## src/rtl/rft_pkg.sv

```systemverilog
`timescale 1ns / 1ps

package rft_pkg;

  // line store depth and rail limit
  localparam int MAX_LEN   = 64;
  localparam int MAX_RAILS = 16;

  localparam int SYM_W   = 8;
  localparam int ADDR_W  = $clog2(MAX_LEN);
  localparam int LEN_W   = $clog2(MAX_LEN + 1);
  localparam int RAILS_W = $clog2(MAX_RAILS + 1);
  localparam int RAIL_W  = $clog2(MAX_RAILS);
  localparam int STEP_W  = $clog2(2 * MAX_RAILS - 1);

  // configuration port
  localparam int CFG_RAIL_W = 5;
  localparam int CFG_DATA_W = 5;
  localparam int CFG_IDX_W  = 1;

  localparam logic [CFG_IDX_W-1:0]  REG_RAIL_COUNT  = CFG_IDX_W'(0);
  localparam logic [CFG_IDX_W-1:0]  REG_DECODE_MODE = CFG_IDX_W'(1);
  localparam logic [CFG_RAIL_W-1:0] RAIL_RESET      = CFG_RAIL_W'(2);

  typedef logic [SYM_W-1:0] sym_t;

endpackage

```

## src/rtl/rft_ram.sv

```systemverilog
`timescale 1ns / 1ps

module rft_ram #(
  parameter int WIDTH = 8,
  parameter int DEPTH = 64
) (
  input  logic                     clk,
  input  logic                     we,
  input  logic [$clog2(DEPTH)-1:0] waddr,
  input  logic [WIDTH-1:0]         wdata,
  input  logic                     re,
  input  logic [$clog2(DEPTH)-1:0] raddr,
  output logic [WIDTH-1:0]         rdata
);

  logic [WIDTH-1:0] mem [DEPTH];
  logic [WIDTH-1:0] rdata_r;

  always_ff @(posedge clk) begin
    if (we) begin
      mem[waddr] <= wdata;
    end
    if (re) begin
      rdata_r <= mem[raddr];
    end
  end

  assign rdata = rdata_r;

endmodule

```

## src/rtl/rail_fence_line_transposer.sv

```systemverilog
`timescale 1ns / 1ps

// rail fence transposer for one text line
// input channel (in_*): one symbol word per handshake, in_end_of_line marks
//   the final word of a line; words are written into a 64-entry line store,
//   one per cycle while in_stall is low, words past the store depth are dropped and flagged
// output channel (out_*): the whole line in permuted order, out_last on the
//   final word, out_overflow on every word of a truncated line
// config (cfg_*): index 0 rail count, index 1 decode mode; sampled when the
//   end-of-line word is accepted
// sequence: encode starts reading right after the end-of-line word; each word is
//   one store read followed by one output register load, and the next read
//   waits for that load; decode first runs a permute pass from the line store
//   into a reorder store, then emits from it in the same way
// in_stall is high from the end-of-line word until the last read of the line
//   is issued; a stalled out_* word holds and no further read is issued
// reset: control state cleared, rail count 2, encode mode, line empty;
//   both stores come up with undefined contents, only written entries are read
module rail_fence_line_transposer (
  input  logic                            clk,
  input  logic                            rst_n,
  input  logic                            in_valid,
  output logic                            in_stall,
  input  rft_pkg::sym_t                   in_symbol,
  input  logic                            in_end_of_line,
  output logic                            out_valid,
  input  logic                            out_stall,
  output rft_pkg::sym_t                   out_symbol,
  output logic                            out_last,
  output logic                            out_overflow,
  input  logic                            cfg_we,
  input  logic [rft_pkg::CFG_IDX_W-1:0]   cfg_index,
  input  logic [rft_pkg::CFG_DATA_W-1:0]  cfg_data
);

  import rft_pkg::*;

  localparam logic [1:0] S_LOAD    = 2'd0;
  localparam logic [1:0] S_PERM    = 2'd1;
  localparam logic [1:0] S_PERMEND = 2'd2;
  localparam logic [1:0] S_EMIT    = 2'd3;

  // control and configuration
  logic [1:0]            state_r, state_nxt;
  logic [CFG_RAIL_W-1:0] cfg_rail_r, cfg_rail_nxt;
  logic                  cfg_mode_r, cfg_mode_nxt;
  logic [RAILS_W-1:0]    rails_r, rails_nxt;
  logic                  mode_r, mode_nxt;
  logic [LEN_W-1:0]      len_r, len_nxt;
  logic                  ovf_r, ovf_nxt;
  logic [LEN_W-1:0]      n_r, n_nxt;

  // zigzag walker
  logic [ADDR_W-1:0]     pos_r, pos_nxt;
  logic [RAIL_W-1:0]     rail_r, rail_nxt;
  logic                  phase_r, phase_nxt;

  // read / write pipeline
  logic                  pend_r, pend_nxt;
  logic                  pend_last_r, pend_last_nxt;
  logic                  pend_ovf_r, pend_ovf_nxt;
  logic                  wr_pend_r, wr_pend_nxt;
  logic [ADDR_W-1:0]     wr_addr_r, wr_addr_nxt;

  // output register
  logic                  out_valid_r, out_valid_nxt;
  sym_t                  out_symbol_r, out_symbol_nxt;
  logic                  out_last_r, out_last_nxt;
  logic                  out_ovf_r, out_ovf_nxt;

  // ram ports
  logic                  st_we, st_re;
  logic [ADDR_W-1:0]     st_raddr;
  sym_t                  st_rdata;
  logic                  rb_re;
  sym_t                  rb_rdata;

  logic                  in_accept;
  logic                  issue;
  logic                  at_last;
  logic [RAILS_W-1:0]    eff_rails;
  logic [RAILS_W:0]      period_full;
  logic [STEP_W-1:0]     period, two_k, step_a, step_b, step_sel, step;
  logic [LEN_W:0]        pos_sum;
  logic                  wrap;
  logic [ADDR_W-1:0]     adv_pos;
  logic [RAIL_W-1:0]     adv_rail;
  logic                  adv_phase;

  rft_ram #(.WIDTH(SYM_W), .DEPTH(MAX_LEN)) u_line_store (
    .clk   (clk),
    .we    (st_we),
    .waddr (len_r[ADDR_W-1:0]),
    .wdata (in_symbol),
    .re    (st_re),
    .raddr (st_raddr),
    .rdata (st_rdata)
  );

  // reorder store, filled by the decode permute pass
  rft_ram #(.WIDTH(SYM_W), .DEPTH(MAX_LEN)) u_reorder_store (
    .clk   (clk),
    .we    (wr_pend_r),
    .waddr (wr_addr_r),
    .wdata (st_rdata),
    .re    (rb_re),
    .raddr (n_r[ADDR_W-1:0]),
    .rdata (rb_rdata)
  );

  assign in_stall  = (state_r != S_LOAD);
  assign in_accept = in_valid && !in_stall;
  assign st_we     = in_accept && (len_r < LEN_W'(MAX_LEN));
  assign issue     = (state_r == S_EMIT) && !pend_r && (!out_valid_r || !out_stall);
  assign at_last   = (n_r == len_r - LEN_W'(1));

  // rail count zero acts as one rail, large counts saturate
  always_comb begin
    if (cfg_rail_r == '0) begin
      eff_rails = RAILS_W'(1);
    end else if (RAILS_W'(cfg_rail_r) > RAILS_W'(MAX_RAILS)) begin
      eff_rails = RAILS_W'(MAX_RAILS);
    end else begin
      eff_rails = RAILS_W'(cfg_rail_r);
    end
  end

  // next position on the current rail: steps alternate period-2k and 2k,
  // a zero step (top or bottom rail) becomes a full period
  assign period_full = {rails_r - RAILS_W'(1), 1'b0};
  assign period      = STEP_W'(period_full);
  assign two_k       = STEP_W'({rail_r, 1'b0});
  assign step_a      = period - two_k;
  assign step_b      = two_k;
  assign step_sel    = phase_r ? step_b : step_a;

  always_comb begin
    if (rails_r == RAILS_W'(1)) begin
      step = STEP_W'(1);
    end else if (step_sel == '0) begin
      step = period;
    end else begin
      step = step_sel;
    end
  end

  assign pos_sum = (LEN_W + 1)'(pos_r) + (LEN_W + 1)'(step);
  assign wrap    = (pos_sum >= {1'b0, len_r});

  always_comb begin
    if (wrap) begin
      adv_rail  = rail_r + RAIL_W'(1);
      adv_pos   = ADDR_W'(rail_r) + ADDR_W'(1);
      adv_phase = 1'b0;
    end else begin
      adv_rail  = rail_r;
      adv_pos   = pos_sum[ADDR_W-1:0];
      adv_phase = ~phase_r;
    end
  end

  // config write decode
  always_comb begin
    cfg_rail_nxt = cfg_rail_r;
    cfg_mode_nxt = cfg_mode_r;
    if (cfg_we) begin
      unique case (cfg_index)
        REG_RAIL_COUNT:  cfg_rail_nxt = cfg_data[CFG_RAIL_W-1:0];
        REG_DECODE_MODE: cfg_mode_nxt = cfg_data[0];
        default: ;
      endcase
    end
  end

  always_comb begin
    state_nxt     = state_r;
    rails_nxt     = rails_r;
    mode_nxt      = mode_r;
    len_nxt       = len_r;
    ovf_nxt       = ovf_r;
    n_nxt         = n_r;
    pos_nxt       = pos_r;
    rail_nxt      = rail_r;
    phase_nxt     = phase_r;
    pend_nxt      = issue;
    pend_last_nxt = pend_last_r;
    pend_ovf_nxt  = pend_ovf_r;
    wr_pend_nxt   = 1'b0;
    wr_addr_nxt   = wr_addr_r;
    st_re         = 1'b0;
    st_raddr      = pos_r;
    rb_re         = 1'b0;

    unique case (state_r)
      S_LOAD: begin
        if (in_accept) begin
          len_nxt = st_we ? len_r + LEN_W'(1) : len_r;
          ovf_nxt = ovf_r || !st_we;
          if (in_end_of_line) begin
            rails_nxt = eff_rails;
            mode_nxt  = cfg_mode_r;
            n_nxt     = '0;
            pos_nxt   = '0;
            rail_nxt  = '0;
            phase_nxt = 1'b0;
            state_nxt = cfg_mode_r ? S_PERM : S_EMIT;
          end
        end
      end
      S_PERM: begin
        // read store in arrival order, write to the zigzag position
        st_re       = 1'b1;
        st_raddr    = n_r[ADDR_W-1:0];
        wr_pend_nxt = 1'b1;
        wr_addr_nxt = pos_r;
        pos_nxt     = adv_pos;
        rail_nxt    = adv_rail;
        phase_nxt   = adv_phase;
        n_nxt       = n_r + LEN_W'(1);
        if (at_last) begin
          state_nxt = S_PERMEND;
        end
      end
      S_PERMEND: begin
        n_nxt     = '0;
        pos_nxt   = '0;
        rail_nxt  = '0;
        phase_nxt = 1'b0;
        state_nxt = S_EMIT;
      end
      S_EMIT: begin
        if (issue) begin
          st_re         = !mode_r;
          rb_re         = mode_r;
          pos_nxt       = adv_pos;
          rail_nxt      = adv_rail;
          phase_nxt     = adv_phase;
          n_nxt         = n_r + LEN_W'(1);
          pend_last_nxt = at_last;
          pend_ovf_nxt  = ovf_r;
          if (at_last) begin
            len_nxt   = '0;
            ovf_nxt   = 1'b0;
            state_nxt = S_LOAD;
          end
        end
      end
      default: state_nxt = S_LOAD;
    endcase
  end

  // output register, loaded in the cycle after a read is issued
  always_comb begin
    out_valid_nxt  = out_valid_r;
    out_symbol_nxt = out_symbol_r;
    out_last_nxt   = out_last_r;
    out_ovf_nxt    = out_ovf_r;
    if (pend_r) begin
      out_valid_nxt  = 1'b1;
      out_symbol_nxt = mode_r ? rb_rdata : st_rdata;
      out_last_nxt   = pend_last_r;
      out_ovf_nxt    = pend_ovf_r;
    end else if (out_valid_r && !out_stall) begin
      out_valid_nxt = 1'b0;
    end
  end

  always_ff @(posedge clk) begin
    if (!rst_n) begin
      state_r     <= S_LOAD;
      cfg_rail_r  <= RAIL_RESET;
      cfg_mode_r  <= 1'b0;
      rails_r     <= RAILS_W'(1);
      mode_r      <= 1'b0;
      len_r       <= '0;
      ovf_r       <= 1'b0;
      n_r         <= '0;
      pend_r      <= 1'b0;
      wr_pend_r   <= 1'b0;
      out_valid_r <= 1'b0;
    end else begin
      state_r     <= state_nxt;
      cfg_rail_r  <= cfg_rail_nxt;
      cfg_mode_r  <= cfg_mode_nxt;
      rails_r     <= rails_nxt;
      mode_r      <= mode_nxt;
      len_r       <= len_nxt;
      ovf_r       <= ovf_nxt;
      n_r         <= n_nxt;
      pend_r      <= pend_nxt;
      wr_pend_r   <= wr_pend_nxt;
      out_valid_r <= out_valid_nxt;
    end
  end

  always_ff @(posedge clk) begin
    pos_r        <= pos_nxt;
    rail_r       <= rail_nxt;
    phase_r      <= phase_nxt;
    pend_last_r  <= pend_last_nxt;
    pend_ovf_r   <= pend_ovf_nxt;
    wr_addr_r    <= wr_addr_nxt;
    out_symbol_r <= out_symbol_nxt;
    out_last_r   <= out_last_nxt;
    out_ovf_r    <= out_ovf_nxt;
  end

  assign out_valid    = out_valid_r;
  assign out_symbol   = out_symbol_r;
  assign out_last     = out_last_r;
  assign out_overflow = out_ovf_r;

`ifndef SYNTHESIS
  // a landing read never finds the output register occupied
  a_pend_free: assert property (@(posedge clk) disable iff (!rst_n)
    pend_r |-> !out_valid_r)
    else $error("read data landed on a full output register");

  // reorder writes only come from the permute pass
  a_wr_in_perm: assert property (@(posedge clk) disable iff (!rst_n)
    wr_pend_r |-> (state_r == S_PERMEND || state_r == S_PERM))
    else $error("reorder store write outside permute pass");

  // line length bounded by store depth
  a_len_bound: assert property (@(posedge clk) disable iff (!rst_n)
    len_r <= LEN_W'(MAX_LEN))
    else $error("line length beyond store depth");

  // walker index never passes the line length while reading
  a_n_bound: assert property (@(posedge clk) disable iff (!rst_n)
    (state_r == S_PERM || state_r == S_EMIT) |-> (n_r < len_r))
    else $error("read index beyond line length");
`endif

endmodule
```

## config.mk

```make
export PLATFORM = sky130hd
export DESIGN_NAME = rail_fence_line_transposer
export DESIGN_NICKNAME = d
export VERILOG_FILES = /design/src/rtl/rft_pkg.sv /design/src/rtl/rft_ram.sv /design/src/rtl/rail_fence_line_transposer.sv
export SDC_FILE = /design/constraint.sdc
export NUM_CORES = 1
export LEC_CHECK = 0
export ABC_AREA = 1
export BUFFER_PORTS_ARGS = -buffer_cell sky130_fd_sc_hd__buf_2
export CORE_ASPECT_RATIO = 0.5
export CORE_UTILIZATION = 60
export CTS_CLUSTER_DIAMETER = 100
export DETAILED_ROUTE_END_ITERATION = 10
export GPL_ROUTABILITY_DRIVEN = 0
export GPL_TIMING_DRIVEN = 0
export PLACE_DENSITY = 0.76
export REMOVE_ABC_BUFFERS = 1
export SYNTH_ARGS = -nofsm -noshare
export SYNTH_HDL_FRONTEND = slang
export SYNTH_HIERARCHICAL = 1
export SYNTH_SLANG_ARGS = --single-unit
```

## constraint.sdc

```tcl
create_clock -name clk -period 4.8 [get_ports clk]
set_input_delay 0.72 -clock clk [delete_from_list [all_inputs] [get_ports clk]]
set_output_delay 0.72 -clock clk [all_outputs]
set_load 0.1 [all_outputs]
```

==> run summary <==
The run finished with clean final reports. The share of cells above drive strength 1 is 7.54%. The detailed-placement wirelength estimate came out at 62700 um. The I/O pin count was 32; the first-pass GRT wire length was 164000 um. The final layout contains 4093 nets. In this run the worst path has a maximum fanout of 4.

Buffers inserted during clock tree synthesis total 92. The prevailing post-synth register cell is sky130_fd_sc_hd__edfxtp_1. At the pin with the least slew margin, the transition time is 1.43 ns. The shortest clock period the worst path allows after layout is 4.75 ns, and the die area is 0.0787 mm2. For the post-route clock skew, the log shows 0.0190 ns. The region available for standard cell placement spans 0.0760 mm2.

The tools report the worst setup slack after placement as -0.237 ns. The slowest library cell on the worst path is sky130_fd_sc_hd__dfxtp_4. Worst slew margin relative to its limit: 4.92%. In this run the core area contains 71 standard-cell rows. The cell repeated most along the worst path was sky130_fd_sc_hd__inv_1. In this run the horizontal extent of the chip is 396 um.

The die is 199 um tall. In this run the power density over the cells is 606 mW/mm2. The logs give 154 for the maximum number of pins on one net before global-route repair and 1101 for the number of sinks handled by clock tree synthesis. The synthesized area divided by synthesized cell count is 11.4 um2. Total power for the finished layout comes to 30800 uW.

After detailed routing, the total wire length is 108000 um. Net switching is 37.4% of the power. For this run, the top clock speed supported by timing is 211 MHz. Clock-pin slew was measured on the worst setup and hold paths at 0.07 ns.

The longest clock path from root to sink contains 3 buffers. After synthesis the cells add up to 0.0465 mm2. Data on the critical path is required at its endpoint by 5.24 ns. The most common library cell in the layout ignoring fill and taps is sky130_fd_sc_hd__nand2_1. The count of buffers added on input and output ports is 31. For the worst setup path, the data arrival time is 5.19 ns.

The Yosys step of the flow raised 6 warnings. Dividing the detail-routed wire length by the instance count gives 21.0 um. Detailed routing inserted a total of 31042 vias. The total area of multi-input combinational cells is 0.0120 mm2, and the final antenna diode count is 0.

For the total placed cells including tap cells, the log shows 4960. The detail route stage leaves a number of antenna-violating nets equal to 0. Summed over all instances, the cell type with the most area after synthesis is sky130_fd_sc_hd__edfxtp_1. In this run the power spent charging and discharging nets is 11500 uW.

The number of pins with negative max-slew slack in the final report is 0, and the number of hold-slack violations in the final timing report is 0. For the final number of setup-violating endpoints, the log shows 0. TritonCTS built the clock tree.

The tools report the number of violations reported at the end of detailed-routing iteration 0 as 4051. Internal power comes to 19300 uW. The number of vias per cell after detailed routing was 6.03; the share of synthesized area occupied by flip-flops and latches was 70.4%. STA classifies the critical path startpoint as a register. The relative area change from synthesis to final layout was 9.20%.

The buffer type at the clock tree root was sky130_fd_sc_hd__clkbuf_16. The maximum single-stage delay on the critical path is 0.36 ns, and the all-layer global routing usage is 27.4%. The logs give 35.5% for the fraction of power consumed by combinational cells and 0 for the sum of overflow across all layers after global routing.

The library cells used most frequently in the layout, excluding fill and tap cells, are sky130_fd_sc_hd__nand2_1 (1410), sky130_fd_sc_hd__edfxtp_1 (1069), sky130_fd_sc_hd__nand3_1 (913). The worst setup path is of the reg -> reg kind. The max-cap check violation count is 0.

The post-synthesis sequential element count works out to 1101. Of all flip-flops after synthesis, the portion carrying an async set or reset was 0%. The via count of the first global-routing pass was 29266; the effective utilization at floorplan was 61.3%. Sequential cells account for 39.8% of the total power. For the maximum resistive drop on vdd, the log shows 0.000498 V. The sequential cell area in the final layout was 0.0328 mm2; the leakage power figure was 0.0183 uW. The tools report the final instance count without filler cells as 5145. Post-route fraction of the period consumed by the critical path: 98.9%. The number of library cell types mapped by synthesis came out at 38. Yosys attributes the largest share of cell area to sky130_fd_sc_hd__edfxtp_1 (69%), sky130_fd_sc_hd__nand2_1 (11%), sky130_fd_sc_hd__nand3_1 (9.8%). The run gives 1 as the number of antenna violations at the first check in global routing.

The worst setup path is captured at a register. After technology mapping, the gate count stands at 4090. For the share of total power in the clock network, the log shows 24.7%. The run gives 5269 as the count of fill cells added during filler insertion. The clock latency of the later-clocked register in the worst-skew pair was 0.70 ns; the number of optimization iterations in the first detailed-route pass was 6. The portion of synthesized cell area occupied by the leading cell type works out to 69.0%.

The number of enable-type register cells in the synthesized netlist is 1069. Across all setup checks in the final design, the least slack found is 0.0548 ns. The tools report the worst reg-to-reg setup slack as 0.05 ns.

The count of H-tree levels built during CTS was 3. In the routed design, unresolved DRC markers number 0. Path type of the worst min-delay path: in -> reg.
[through the flow]
step / instance area (um2) / util [%] / hold slack (ns) / TNS, ns
after floorplan: 44900 / - / 0.400 / -198.30
after global placement: 46300 / 60.9 / 0.434 / -452.98
after detailed placement: 47500 / 62.5 / 0.428 / -1.91
after CTS: 50600 / 66.6 / 0.222 / 0
after global routing: 50800 / 66.9 / 0.247 / -1.35
final: 50800 / 66.9 / 0.242 / 0
[per-layer routing]
layer | global-route usage (%) | share of wire (%) | wire, um
met5 | 0 | 0.025 | 27
met4 | 11.0 | 3.6 | 3940
met3 | 4.53 | 9.9 | 10600
met2 | 44.0 | 47 | 50700
met1 | 37.8 | 40 | 42700
[final cells by class]
type | instances | share of cell area (%)
timing repair buffer | 95 | 2.59
multi-input combinational | 2661 | 23.7
clock inverter | 56 | 1.09
sequential | 1101 | 64.5
tap | 1022 | 2.52
clock buffer | 116 | 4.89
inverter | 94 | 0.739
[worst max-delay path, delay by kind of cell, from the launching register on]
family | cells | cell delay [ns]
flops | 1 | 0.36
xor+xnor | 2 | 0.39
compound gates | 5 | 0.70
fa+ha+maj | 4 | 0.93
buf+inv | 7 | 0.62
simple gates | 13 | 1.48
[power groups by stage]
stage | clock (uW) | combinational [uW] | sequential (uW)
after floorplan | 0 | 6070 | 12600
after global placement | 0 | 7330 | 13200
after detailed placement | 0 | 10200 | 12400
after CTS | 7700 | 10400 | 12200
after global routing | 8030 | 11900 | 12300
final | 7620 | 10900 | 12300
[repair_timing]
action | in CTS | in global routing
setup buffers | 4 | 8
pin swaps | 3 | 10
gates resized for setup | 13 | 26
endpoints found under the hold margin | 0 | 0
hold buffers | 0 | 0
setup endpoints to repair | 11 | 11
[registers in the layout, summed over array words and instances, names as in the netlist, 2 cells and up]
register,count
cfg_rail_r,5
n_r,7
u_reorder_store/mem,512
wr_addr_r,6
rail_r,4
pos_r,6
out_symbol,8
u_line_store/mem,512
len_r,7
u_line_store/rdata,8
u_reorder_store/rdata,8
rails_r,5
state_r,2
[cell families (layout without fill, tap and decap cells)]
| logic type | Yosys count | count (layout) | share of synthesized area (%) |
|---|---|---|---|
| buffers and inverters | 328 | 361 | 4.36 |
| and+or+nand+nor | 2549 | 2549 | 23.4 |
| adders and majority gates | 28 | 28 | 0.785 |
| AOI/OAI and AO/OA | 71 | 71 | 0.823 |
| xor gates and xnor gates | 13 | 13 | 0.245 |
| DFF | 1101 | 1101 | 70.4 |
[cell usage after synthesis (16+ instances only)]
library cell	n
sky130_fd_sc_hd__nand4_1	30
sky130_fd_sc_hd__buf_4	28
sky130_fd_sc_hd__clkbuf_1	34
sky130_fd_sc_hd__nand2_1	1415
sky130_fd_sc_hd__ha_1	26
sky130_fd_sc_hd__buf_2	75
sky130_fd_sc_hd__buf_1	20
sky130_fd_sc_hd__edfxtp_1	1069
sky130_fd_sc_hd__nor2_1	155
sky130_fd_sc_hd__dfxtp_1	32
sky130_fd_sc_hd__buf_6	72
sky130_fd_sc_hd__nor4_1	16
sky130_fd_sc_hd__inv_1	85
sky130_fd_sc_hd__a21oi_1	33
sky130_fd_sc_hd__nand3_1	914
sky130_fd_sc_hd__o21ai_0	29
[final timing paths]
path / startpoint / end / depth (start not counted)
min reg2reg: pend_ovf_r / out_overflow / 0
min: cfg_data[2] / cfg_rail_r[2] / 3
max reg2reg: rails_r[0] / rail_r[1] / 31
max: rails_r[0] / rail_r[1] / 31
Power figures use the tool's default switching activity.
